===== src/rtl/maq_pkg.sv =====
package maq_pkg;

   localparam int CAPACITY = 64;
   localparam int IDX_W    = (CAPACITY > 1) ? $clog2(CAPACITY) : 1;
   localparam int CNT_W    = $clog2(CAPACITY + 1);
   localparam int QDEPTH   = 4;
   localparam int QPTR_W   = $clog2(QDEPTH);
   localparam int QCNT_W   = $clog2(QDEPTH + 1);

   // Scale factors: 2*255 for the unsigned code, 2*127*256 for the Q8.8 code.
   localparam logic [15:0] K_ASYM   = 16'd510;
   localparam logic [15:0] K_SYM    = 16'd65024;
   localparam logic [15:0] SPAN_ONE = 16'd256;

   typedef struct packed {
      logic signed [15:0] sample;
      logic signed [15:0] low_value;
      logic [15:0]        span;
      logic               overflowed;
      logic               final_res;
      logic               sym_mode;
   } q_entry_type;

endpackage


===== src/rtl/maq_front.sv =====
module maq_front (
   input  logic                       clock,
   input  logic                       reset,
   input  logic                       start,
   input  logic signed [15:0]         req_sample,
   input  logic                       req_last,
   input  logic                       sym_mode,
   input  logic [maq_pkg::QCNT_W-1:0] q_count,
   output logic                       busy,
   output logic                       q_push,
   output maq_pkg::q_entry_type       q_data
);
   import maq_pkg::*;

   localparam logic [1:0] ST_LOAD  = 2'd0;
   localparam logic [1:0] ST_SPAN  = 2'd1;
   localparam logic [1:0] ST_DRAIN = 2'd2;

   logic [1:0]         state_ff, state_in;
   logic [CNT_W-1:0]   count_ff, count_in;
   logic signed [15:0] min_ff, min_in, max_ff, max_in;
   logic               drop_ff, drop_in;
   logic [15:0]        span_ff, span_in;
   logic [IDX_W-1:0]   rd_idx_ff, rd_idx_in;
   logic               issue_done_ff, issue_done_in;
   logic               rd_vld_ff, rd_fin_ff;
   logic signed [15:0] rd_data_ff;
   logic signed [15:0] store_mem [CAPACITY];

   logic               accept, store_ok, issue, at_last;
   logic [IDX_W-1:0]   idx_last;
   logic [QCNT_W:0]    occupancy;
   logic [16:0]        abs_min, abs_max, diff;
   logic [15:0]        span_raw;

   assign accept    = start && (state_ff == ST_LOAD);
   assign store_ok  = (count_ff != CNT_W'(CAPACITY));
   assign idx_last  = IDX_W'(count_ff - CNT_W'(1));
   assign occupancy = {1'b0, q_count} + (QCNT_W + 1)'(rd_vld_ff);
   assign issue     = (state_ff == ST_DRAIN) && !issue_done_ff
                      && (occupancy < (QCNT_W + 1)'(QDEPTH));
   assign at_last   = (rd_idx_ff == idx_last);
   assign busy      = (state_ff != ST_LOAD);

   assign abs_min  = min_ff[15] ? 17'(-{min_ff[15], min_ff}) : 17'({min_ff[15], min_ff});
   assign abs_max  = max_ff[15] ? 17'(-{max_ff[15], max_ff}) : 17'({max_ff[15], max_ff});
   assign diff     = 17'({max_ff[15], max_ff} - {min_ff[15], min_ff});
   assign span_raw = sym_mode ? ((abs_min > abs_max) ? abs_min[15:0] : abs_max[15:0])
                              : diff[15:0];

   always_comb begin
      state_in      = state_ff;
      count_in      = count_ff;
      min_in        = min_ff;
      max_in        = max_ff;
      drop_in       = drop_ff;
      span_in       = span_ff;
      rd_idx_in     = rd_idx_ff;
      issue_done_in = issue_done_ff;
      case (state_ff)
         ST_LOAD: begin
            if (accept) begin
               if (store_ok) begin
                  if (count_ff == '0) begin
                     min_in = req_sample;
                     max_in = req_sample;
                  end else begin
                     if (req_sample < min_ff) min_in = req_sample;
                     if (req_sample > max_ff) max_in = req_sample;
                  end
                  count_in = count_ff + CNT_W'(1);
               end else begin
                  drop_in = 1'b1;
               end
               if (req_last) state_in = ST_SPAN;
            end
         end
         ST_SPAN: begin
            span_in  = (span_raw == '0) ? SPAN_ONE : span_raw;
            state_in = ST_DRAIN;
         end
         ST_DRAIN: begin
            if (issue) begin
               rd_idx_in = rd_idx_ff + IDX_W'(1);
               if (at_last) issue_done_in = 1'b1;
            end
            // Clear the tensor once its final sample enters the queue.
            if (rd_vld_ff && rd_fin_ff) begin
               state_in      = ST_LOAD;
               count_in      = '0;
               min_in        = '0;
               max_in        = '0;
               drop_in       = 1'b0;
               rd_idx_in     = '0;
               issue_done_in = 1'b0;
            end
         end
         default: state_in = ST_LOAD;
      endcase
   end

   always_ff @(posedge clock) begin
      if (reset) begin
         state_ff      <= ST_LOAD;
         count_ff      <= '0;
         min_ff        <= '0;
         max_ff        <= '0;
         drop_ff       <= 1'b0;
         rd_idx_ff     <= '0;
         issue_done_ff <= 1'b0;
         rd_vld_ff     <= 1'b0;
         rd_fin_ff     <= 1'b0;
      end else begin
         state_ff      <= state_in;
         count_ff      <= count_in;
         min_ff        <= min_in;
         max_ff        <= max_in;
         drop_ff       <= drop_in;
         rd_idx_ff     <= rd_idx_in;
         issue_done_ff <= issue_done_in;
         rd_vld_ff     <= issue;
         rd_fin_ff     <= issue && at_last;
      end
   end

   always_ff @(posedge clock) begin
      span_ff <= span_in;
   end

   always_ff @(posedge clock) begin
      if (accept && store_ok) store_mem[count_ff[IDX_W-1:0]] <= req_sample;
      if (issue) rd_data_ff <= store_mem[rd_idx_ff];
   end

   assign q_push            = rd_vld_ff;
   assign q_data.sample     = rd_data_ff;
   assign q_data.low_value  = min_ff;
   assign q_data.span       = span_ff;
   assign q_data.overflowed = drop_ff;
   assign q_data.final_res  = rd_fin_ff;
   assign q_data.sym_mode   = sym_mode;

endmodule


===== src/rtl/maq_queue.sv =====
module maq_queue (
   input  logic                       clock,
   input  logic                       reset,
   input  logic                       push,
   input  maq_pkg::q_entry_type       push_data,
   input  logic                       pop,
   output maq_pkg::q_entry_type       pop_data,
   output logic [maq_pkg::QCNT_W-1:0] count
);
   import maq_pkg::*;

   q_entry_type         entry_ff [QDEPTH];
   logic [QPTR_W-1:0]   wr_ptr_ff, rd_ptr_ff;
   logic [QCNT_W-1:0]   count_ff;

   always_ff @(posedge clock) begin
      if (reset) begin
         wr_ptr_ff <= '0;
         rd_ptr_ff <= '0;
         count_ff  <= '0;
      end else begin
         if (push) wr_ptr_ff <= wr_ptr_ff + QPTR_W'(1);
         if (pop)  rd_ptr_ff <= rd_ptr_ff + QPTR_W'(1);
         count_ff <= count_ff + QCNT_W'(push) - QCNT_W'(pop);
      end
   end

   always_ff @(posedge clock) begin
      if (push) entry_ff[wr_ptr_ff] <= push_data;
   end

   assign pop_data = entry_ff[rd_ptr_ff];
   assign count    = count_ff;

endmodule


===== src/rtl/maq_back.sv =====
module maq_back (
   input  logic                 clock,
   input  logic                 reset,
   input  logic                 q_valid,
   input  maq_pkg::q_entry_type q_data,
   output logic                 q_pop,
   output logic                 rsp_valid,
   output logic signed [15:0]   rsp_quantized,
   output logic signed [15:0]   rsp_low_value,
   output logic [15:0]          rsp_span,
   output logic                 rsp_overflowed,
   output logic                 rsp_final_res
);
   import maq_pkg::*;

   localparam logic [1:0] ST_IDLE = 2'd0;
   localparam logic [1:0] ST_MUL  = 2'd1;
   localparam logic [1:0] ST_DIV  = 2'd2;

   logic [1:0]         state_ff;
   logic [15:0]        op_ff;
   logic               neg_ff, mode_ff, ovf_ff, fin_ff;
   logic signed [15:0] low_ff;
   logic [15:0]        span_ff;
   logic [16:0]        rem_ff;
   logic [15:0]        low_bits_ff;
   logic [15:0]        quo_ff;
   logic [3:0]         step_ff;
   logic               valid_ff;
   logic signed [15:0] quant_ff;

   logic [16:0] diff, mag;
   logic [31:0] prod_sum;
   logic [17:0] trial, den;
   logic        ge;
   logic [15:0] quo_in;

   assign q_pop    = (state_ff == ST_IDLE) && q_valid;
   assign diff     = 17'({q_data.sample[15], q_data.sample}
                         - {q_data.low_value[15], q_data.low_value});
   assign mag      = q_data.sample[15] ? 17'(-{q_data.sample[15], q_data.sample})
                                       : 17'({q_data.sample[15], q_data.sample});
   assign prod_sum = op_ff * (mode_ff ? K_SYM : K_ASYM) + 32'(span_ff);
   assign den      = {1'b0, span_ff, 1'b0};
   assign trial    = {rem_ff, low_bits_ff[15]};
   assign ge       = (trial >= den);
   assign quo_in   = {quo_ff[14:0], ge};

   always_ff @(posedge clock) begin
      if (reset) begin
         state_ff <= ST_IDLE;
         valid_ff <= 1'b0;
      end else begin
         valid_ff <= 1'b0;
         case (state_ff)
            ST_IDLE: if (q_valid) state_ff <= ST_MUL;
            ST_MUL:  state_ff <= ST_DIV;
            ST_DIV: begin
               if (step_ff == 4'd15) begin
                  state_ff <= ST_IDLE;
                  valid_ff <= 1'b1;
               end
            end
            default: state_ff <= ST_IDLE;
         endcase
      end
   end

   always_ff @(posedge clock) begin
      case (state_ff)
         ST_IDLE: begin
            if (q_valid) begin
               mode_ff <= q_data.sym_mode;
               op_ff   <= q_data.sym_mode ? mag[15:0] : diff[15:0];
               neg_ff  <= q_data.sym_mode && q_data.sample[15];
               low_ff  <= q_data.low_value;
               span_ff <= q_data.span;
               ovf_ff  <= q_data.overflowed;
               fin_ff  <= q_data.final_res;
            end
         end
         ST_MUL: begin
            // The quotient fits in 16 bits, so the upper half starts below the divisor.
            rem_ff      <= {1'b0, prod_sum[31:16]};
            low_bits_ff <= prod_sum[15:0];
            quo_ff      <= '0;
            step_ff     <= '0;
         end
         ST_DIV: begin
            rem_ff      <= ge ? 17'(trial - den) : trial[16:0];
            low_bits_ff <= {low_bits_ff[14:0], 1'b0};
            quo_ff      <= quo_in;
            step_ff     <= step_ff + 4'd1;
            if (step_ff == 4'd15) begin
               quant_ff <= neg_ff ? 16'(-quo_in) : quo_in;
            end
         end
         default: ;
      endcase
   end

   assign rsp_valid      = valid_ff;
   assign rsp_quantized  = quant_ff;
   assign rsp_low_value  = low_ff;
   assign rsp_span       = span_ff;
   assign rsp_overflowed = ovf_ff;
   assign rsp_final_res  = fin_ff;

endmodule


===== src/rtl/minmax_affine_quantizer_top.sv =====
// Load: one sample per cycle while busy is low; busy rises for the emission of a tensor.
// Emission: after the last sample, results are paced by the 16-step restoring divider
// in the back end, which takes a new sample only after finishing the one before.
// Results are single-cycle strobes; the receiver cannot stall them.
// Reset (synchronous, active high) clears the tensor state and the mode register.
module minmax_affine_quantizer_top (
   input  logic               clock,
   input  logic               reset,
   input  logic               start,
   output logic               busy,
   input  logic signed [15:0] req_sample,
   input  logic               req_last,
   input  logic               csr_write_enable,
   input  logic               csr_write_data,
   output logic               rsp_valid,
   output logic signed [15:0] rsp_quantized,
   output logic signed [15:0] rsp_low_value,
   output logic [15:0]        rsp_span,
   output logic               rsp_overflowed,
   output logic               rsp_final_res
);
   import maq_pkg::*;

   // Mode register: 0 selects the unsigned 8-bit code, 1 the symmetric Q8.8 code.
   logic sym_mode_ff;

   always_ff @(posedge clock) begin
      if (reset) begin
         sym_mode_ff <= 1'b0;
      end else if (csr_write_enable) begin
         sym_mode_ff <= csr_write_data;
      end
   end

   q_entry_type           push_data, pop_data;
   logic                  push, pop;
   logic [QCNT_W-1:0]     q_count;

   // Front: store samples, track min/max, then stream the stored samples
   // with the tensor context into the queue.
   maq_front u_front (
      .clock      (clock),
      .reset      (reset),
      .start      (start),
      .req_sample (req_sample),
      .req_last   (req_last),
      .sym_mode   (sym_mode_ff),
      .q_count    (q_count),
      .busy       (busy),
      .q_push     (push),
      .q_data     (push_data)
   );

   // Queue: decouple the read-out of the store from the divider.
   maq_queue u_queue (
      .clock     (clock),
      .reset     (reset),
      .push      (push),
      .push_data (push_data),
      .pop       (pop),
      .pop_data  (pop_data),
      .count     (q_count)
   );

   // Back: scale, divide by twice the span with rounding, and transfer a result.
   maq_back u_back (
      .clock          (clock),
      .reset          (reset),
      .q_valid        (q_count != '0),
      .q_data         (pop_data),
      .q_pop          (pop),
      .rsp_valid      (rsp_valid),
      .rsp_quantized  (rsp_quantized),
      .rsp_low_value  (rsp_low_value),
      .rsp_span       (rsp_span),
      .rsp_overflowed (rsp_overflowed),
      .rsp_final_res  (rsp_final_res)
   );

endmodule


===== config.mk =====
export PLATFORM = sky130hd
export DESIGN_NAME = minmax_affine_quantizer_top
export DESIGN_NICKNAME = d
export VERILOG_FILES = /design/src/rtl/maq_pkg.sv /design/src/rtl/maq_front.sv /design/src/rtl/maq_queue.sv /design/src/rtl/maq_back.sv /design/src/rtl/minmax_affine_quantizer_top.sv
export SDC_FILE = /design/constraint.sdc
export NUM_CORES = 2
export LEC_CHECK = 0
export ABC_CLOCK_PERIOD_IN_PS = 10600
export BUFFER_PORTS_ARGS = -buffer_cell sky130_fd_sc_hd__buf_2
export CAP_MARGIN = 20
export CORE_MARGIN = 8
export CORE_UTILIZATION = 41
export CTS_BUF_LIST = sky130_fd_sc_hd__clkbuf_8
export CTS_CLUSTER_DIAMETER = 80
export CTS_CLUSTER_SIZE = 14
export DETAILED_ROUTE_END_ITERATION = 16
export PLACE_DENSITY_LB_ADDON = 0.08
export SLEW_MARGIN = 10
export SYNTH_ARGS = -nofsm -noshare
export SYNTH_HDL_FRONTEND = slang
export SYNTH_SLANG_ARGS = --single-unit

===== constraint.sdc =====
create_clock -name clock -period 10.6 [get_ports clock]
set_input_delay 0.53 -clock clock [delete_from_list [all_inputs] [get_ports clock]]
set_output_delay 0.53 -clock clock [all_outputs]
set_load 0.005 [all_outputs]

* Word-level counts from Yosys, hierarchy flattened
Memories as Yosys holds them, arrays and structs flattened. A register that Yosys moved wholly into a read port is not among the register bits. Index checks and enable logic that the tools add are counted.
Word-level totals: flip-flop bits (word level) 198, RAM bits 1228, input port bits 22, output and inout bits 52, memories 2
Cells by class: $add $sub $neg 17, $mul 1, magnitude comparators 5, equality and inequality tests 16, muxes and demuxes 51, bitwise gates (word level) 1, reductions and logical operators 30
Memory list:
- u_front.store_mem | words 64, bits a word 16, read ports 1, clocked after memory_dff 1, wr ports 1, line maq_front.sv:28 | logic signed [15:0] store_mem [CAPACITY];
- u_queue.entry_ff | words 4, bits a word 51, read ports 1, clocked after memory_dff 1, wr ports 1, line maq_queue.sv:12 | q_entry_type entry_ff [QDEPTH];
Operators by type and width (count):
- two-way mux 16 bit | 15
- case mux 16 bit (2 select lines) | 3
- two-way mux 17 bit | 3
- negator 17 bit | 2
- case mux 17 bit (2 select lines) | 1
- adder 32 x 16 -> 32 bit | 1
- multiplier 16 x 32 -> 32 bit | 1
- negator 16 bit | 2
- subtractor 16 bit | 2
- case mux 15 bit (2 select lines) | 1
- two-way mux 7 bit | 3
- greater-or-equal comparator 18 x 17 -> 1 bit | 1
- greater-than comparator 17 bit | 1
- subtractor 17 bit | 1
- greater-than comparator 16 bit | 1
- logical NOT 16 bit | 1
- < comparator 16 bit | 1
- two-way mux 2 bit | 7
- case mux 7 bit (2 select lines) | 1
- two-way mux 6 bit | 2
- case mux 2 bit (3 select lines) | 2
- two-way mux 1 bit | 11
- AND reduction 5 bit | 2
- nonzero test 2 bit | 5
- 29 further kinds | 51

* Depth between registers and ports, before layout
word-level depth 6, mapped depth 26, gate-level depth less buffers 25

* Hierarchy
From an unflattened synthesis, not the netlist that was laid out.
Unflattened totals: cells, all modules 3906, area total of the unflattened synthesis 67049.3 um2
Modules (own cells, without submodules):
- maq_front | instances 1, cells an instance 2221, area an instance 45302.2 um2
- maq_back | instances 1, cells an instance 1374, area an instance 13860.8 um2
- maq_queue | instances 1, cells an instance 307, area an instance 7846.3 um2
- minmax_affine_quantizer_top | instances 1, cells an instance 4, area an instance 40.0 um2

* Worst setup path after synthesis
Ideal clock, no wire load.
path type reg-to-reg, start register u_back.mode_ff, end register u_back.rem_ff[15] (data pin), library setup time 0.263 ns, data arrival time 6.385 ns, required time 10.337 ns, setup slack 3.952 ns, stages on the path, launching flop included 23, path through edfxtp_1 clkbuf_1 clkbuf_1 nand2_1 fa_1 inv_1 fa_1 fa_1 fa_1 fa_1 inv_1 fa_1 inv_1 ha_1 a21o_1 a21o_1 a221oi_1 o211ai_1 a41oi_1 o221ai_1 a21oi_1 xnor2_1 o21ai_1
Between the ends: longest elaborated chain between the ends 4
Ends and longest elaborated chain:
- start: declaration | line maq_back.sv:22 | logic neg_ff, mode_ff, ovf_ff, fin_ff;
- start signal: assignment | line maq_back.sv:73 | mode_ff <= q_data.sym_mode;
- two-way mux 16 bit | line maq_back.sv:43 | assign prod_sum = op_ff * (mode_ff ? K_SYM : K_ASYM) + 32'(span_ff);
- multiplier 16 x 32 -> 32 bit | line maq_back.sv:43
- adder 32 x 16 -> 32 bit | line maq_back.sv:43
- case mux 17 bit (2 select lines) | line maq_back.sv:70 | case (state_ff)
- end signal: assignment | line maq_back.sv:84 | rem_ff <= {1'b0, prod_sum[31:16]};
- end signal: assignment | line maq_back.sv:90 | rem_ff <= ge ? 17'(trial - den) : trial[16:0];
- end: declaration | line maq_back.sv:25 | logic [16:0] rem_ff;
No other way between the ends. A chain may end at the register's enable or synchronous reset.

* Worst setup path after layout
Same ends and word-level chain as after synthesis.

==> flow_metrics.env <==
export IMPL_drt_initial_drc_count=2772
export IMPL_startpoint_type="register"
export IMPL_dieWidth_um=418
export IMPL_num_vias=33800
export IMPL_cts_root_buf="clkbuf_8"
export IMPL_skew_ps=95.6
export IMPL_finalNetCount=4400
export IMPL_min_period_over_period_pct=69.6
export IMPL_die_y_um=418
export IMPL_worst_slew_pin_slew_ps=1090
export IMPL_drc=0
export IMPL_cts_tree="yes"
export IMPL_place_congestion=0.814
export IMPL_timing_reg2reg_setup_slack_ps=3220
export IMPL_synthXorXnorAreaFrac_pct=1.77
export IMPL_fin_crit_ps=7380
export IMPL_start_util_pct=41.2
export IMPL_maxSlewViolCount=0
export IMPL_ys_seq_area_share_pct=64.5
export IMPL_area_growth_syn_to_layout_pct=8.62
export IMPL_end_kind="register"
export IMPL_viasPerCell=5.43
export IMPL_core_mm2=0.161
export IMPL_grt_first_pass_wirelength_um=248000
export IMPL_design_die_area_mm2=0.175
export IMPL_synth_adder_area_share_pct=8.63
export IMPL_required_ps=11180
export IMPL_setup_viol=0
export IMPL_synth_cell_type_count=87
export IMPL_setup_tns_ps=0
export IMPL_cp_num_cells=20
export IMPL_synth_area_top_cells="edfxtp_1 (63%), mux4_2 (13%), ha_1 (4.4%), fa_1 (4.3%), dfxtp_1 (1.9%)"
export IMPL_path_class="register to register"
export IMPL_post_cts_buffers=0
export IMPL_hold_class="input pin to register"
export IMPL_crit_family="adder cells"
export IMPL_synth_edf_count=1380
export IMPL_syn_inst=3845
export IMPL_synth_area_mm2=0.0662
export IMPL_slew_headroom_pct=27.1
export IMPL_timing_rr_start="u_back.mode_ff"
export IMPL_cts_buffers=119
export IMPL_avgSynthCellArea_um2=17.2
export IMPL_rr_endpoint="u_back.rem_ff[15]"
export IMPL_cp_endpoint="u_back.rem_ff[15]"
export IMPL_antenna_found_initial=17
export IMPL_grt_max_degree=125
export IMPL_startpoint="u_back.mode_ff"
export IMPL_firstDrtPassIters=6
export IMPL_clock_fmax_mhz=135
export IMPL_synth_top_area_share_pct=62.6
export IMPL_port_buffers=73
export IMPL_fp_row_count=147
export IMPL_drive_gt1_share_pct=19.8
export IMPL_yosysWarnings=0
export IMPL_grt_setup_unrepaired="false"
export IMPL_ioPinCount=74
export IMPL_synthesis_nets=4239
export IMPL_yosysTopAreaCell="edfxtp_1"
export IMPL_gr_total_overflow=0
export IMPL_path_clk_slew_ps=90
export IMPL_synth_common_cells="edfxtp_1 (1380), mux4_2 (387), inv_1 (321), ha_1 (231), nor2_1 (170)"
export IMPL_synth_ff_type="edfxtp_1"
export IMPL_r2r_cells=20
export IMPL_place_area_mm2=0.0697
export IMPL_cts_htree_levels=3
export IMPL_post_route_cell_area_mm2=0.0719
export IMPL_synth_area_mux_share_pct=13.9
export IMPL_hpwl_um=111000
export IMPL_grtUsageTotal_pct=19.4
export IMPL_synthSimpleGateAreaFrac_pct=4.76
export IMPL_clkLatencyLatePin_ps=910
export IMPL_crit_top_cell="fa_1"
export IMPL_path_buf_inv=3
export IMPL_outcome="complete, no violations"
export IMPL_drtAntennaViolNets=0
export IMPL_hold_violations=0
export IMPL_clock_path_buffers=3
export IMPL_cts_sinks=1444
export IMPL_wl_per_cell_um=27.4
export IMPL_synth_most_common_cell="edfxtp_1"
export IMPL_wirelength_um=170000
export IMPL_synth_compound_area_share_pct=3.69
export IMPL_critPathMaxStageDelay_ps=1000
export IMPL_synth_top_family_by_area="multiplexers"
export IMPL_crit_arrival_ps=7960
export IMPL_ys_ff_latch=1444
export IMPL_cap_viol_max_count=0
export IMPL_path_max_fanout=34
export IMPL_first_global_vias=34800
export IMPL_async_flop_share_pct=0
export IMPL_crit_chain="nand2_1 -> fa_1 -> inv_1 -> fa_1 -> fa_1 -> fa_1 -> fa_1 -> inv_1 -> fa_1 -> inv_1 -> ha_1 -> a21o_1 -> a21o_1 -> a221oi_1 -> o211ai_1 -> a41oi_1 -> o221ai_1 -> a21oi_1 -> xnor2_1 -> o21ai_1"
export IMPL_slowest_stage="edfxtp_1"
cells by family (layout without fill, tap and decap cells):
| kind of cell | count (synthesis) | in the layout |
|---|---|---|
| AND/OR/NAND/NOR | 618 | 618 |
| buffers and inverters | 473 | 687 |
| adder cells (fa/ha/maj) | 372 | 372 |
| flip-flops | 1444 | 1444 |
| multiplexers | 434 | 434 |
| other | 2 | 8 |
| XOR/XNOR | 134 | 134 |
| AO/OA/AOI/OAI | 368 | 368 |
sequential cells by signal, indices dropped and copies added (netlist names), 6 cells and up, named ones only:
signal,flops
u_back.rsp_span,16
u_back.rsp_quantized,16
u_front.store_mem,1024
u_front.max_ff,16
u_back.rsp_low_value,16
u_front.span_ff,16
u_back.quo_ff,15
u_front.rd_data_ff,16
u_back.rem_ff,17
u_queue.entry_ff,204
u_front.count_ff,7
u_front.rd_idx_ff,6
u_front.min_ff,16
u_back.op_ff,16
u_back.low_bits_ff,16
worst register-to-register path, delay by kind of cell, from the launching register on:
| kind | cells | cell delay, ps |
|---|---|---|
| adders and majority gates | 7 | 3600 |
| AOI/OAI and AO/OA | 8 | 1780 |
| DFF | 1 | 1000 |
| and+or+nand+nor | 1 | 380 |
| buffers and inverters | 3 | 240 |
| xor gates and xnor gates | 1 | 140 |
cells in the final DEF (no fill, tap or decap), types with 14 or more instances in the layout:
cell type and instances:
a21o_1 28, a21oi_1 80, a31oi_1 26, and2_1 29
buf_2 73, buf_4 109, clkbuf_8 121, dfxtp_1 58
edfxtp_1 1380, fa_1 141, ha_1 229, inv_1 352
mux2i_1 35, mux4_2 387, nand2_1 118, nand2b_1 40
nand3_1 69, nand3b_1 18, nand4_1 19, nor2_1 142
nor2_2 18, nor2b_1 31, nor3_1 25, o211ai_1 14
o21a_1 15, o21ai_0 88, o31ai_1 20, or3_1 25
xnor2_1 97, xor2_1 37
timing repair:
| item | CTS | global route |
|---|---|---|
| hold buffers | 6 | 0 |
| setup endpoints to repair | 0 | 0 |
| endpoints found under the hold margin | 9 | 0 |
| resized for setup | 0 | 0 |
worst min path at each step:
stage / from / end / slack [ps] / depth (start not counted)
2_1_floorplan: u_front.issue_done_ff / u_front.q_push / 440 / 1
3_3_place_gp: u_front.span_ff[3] / u_queue.entry_ff[2][6] / 480 / 0
3_5_place_dp: u_front.span_ff[3] / u_queue.entry_ff[2][6] / 490 / 0
4_1_cts: req_sample[14] / u_front.max_ff[14] / 20 / 3
5_1_grt: req_sample[14] / u_front.max_ff[14] / 60 / 3
6_report: req_sample[14] / u_front.max_ff[14] / 120 / 3
stage by stage:
step           hold WS [ps]  cells  util, %  worst slack, ps
2_1_floorplan           436   3845        -             3950
3_3_place_gp            479   6037     43.4             3240
3_5_place_dp            493   6039     43.4             3150
4_1_cts                20.3   6219     44.8             3140
5_1_grt                57.5   6223     44.8             2540
6_report                125   6225     44.8             3220
cell type report:
| class | instances | area, um^2 |
|---|---|---|
| Fill cell | 14100 | 88600 |
| Sequential cell | 1444 | 42700 |
| Clock buffer | 121 | 1670 |
| Clock inverter | 53 | 434 |
| Tap cell | 2160 | 2700 |
| Antenna cell | 6 | 15.0 |
| Timing Repair Buffer | 191 | 1300 |
| Multi-Input combinational cell | 1928 | 21900 |
| Inverter | 322 | 1210 |
metal layers:
| metal | vias up | routed length (um) | GRT usage [%] |
|---|---|---|---|
| met5 | - | 0 | 0 |
| met4 | 0 | 3620 | 3.91 |
| met3 | 202 | 6780 | 2.32 |
| met2 | 722 | 84700 | 33.3 |
| met1 | 17700 | 75200 | 26.7 |
| li1 | 15100 | - | - |
Power is not shown: default switching activity piles up to over one toggle a cycle in this logic, so the estimate is an artifact.
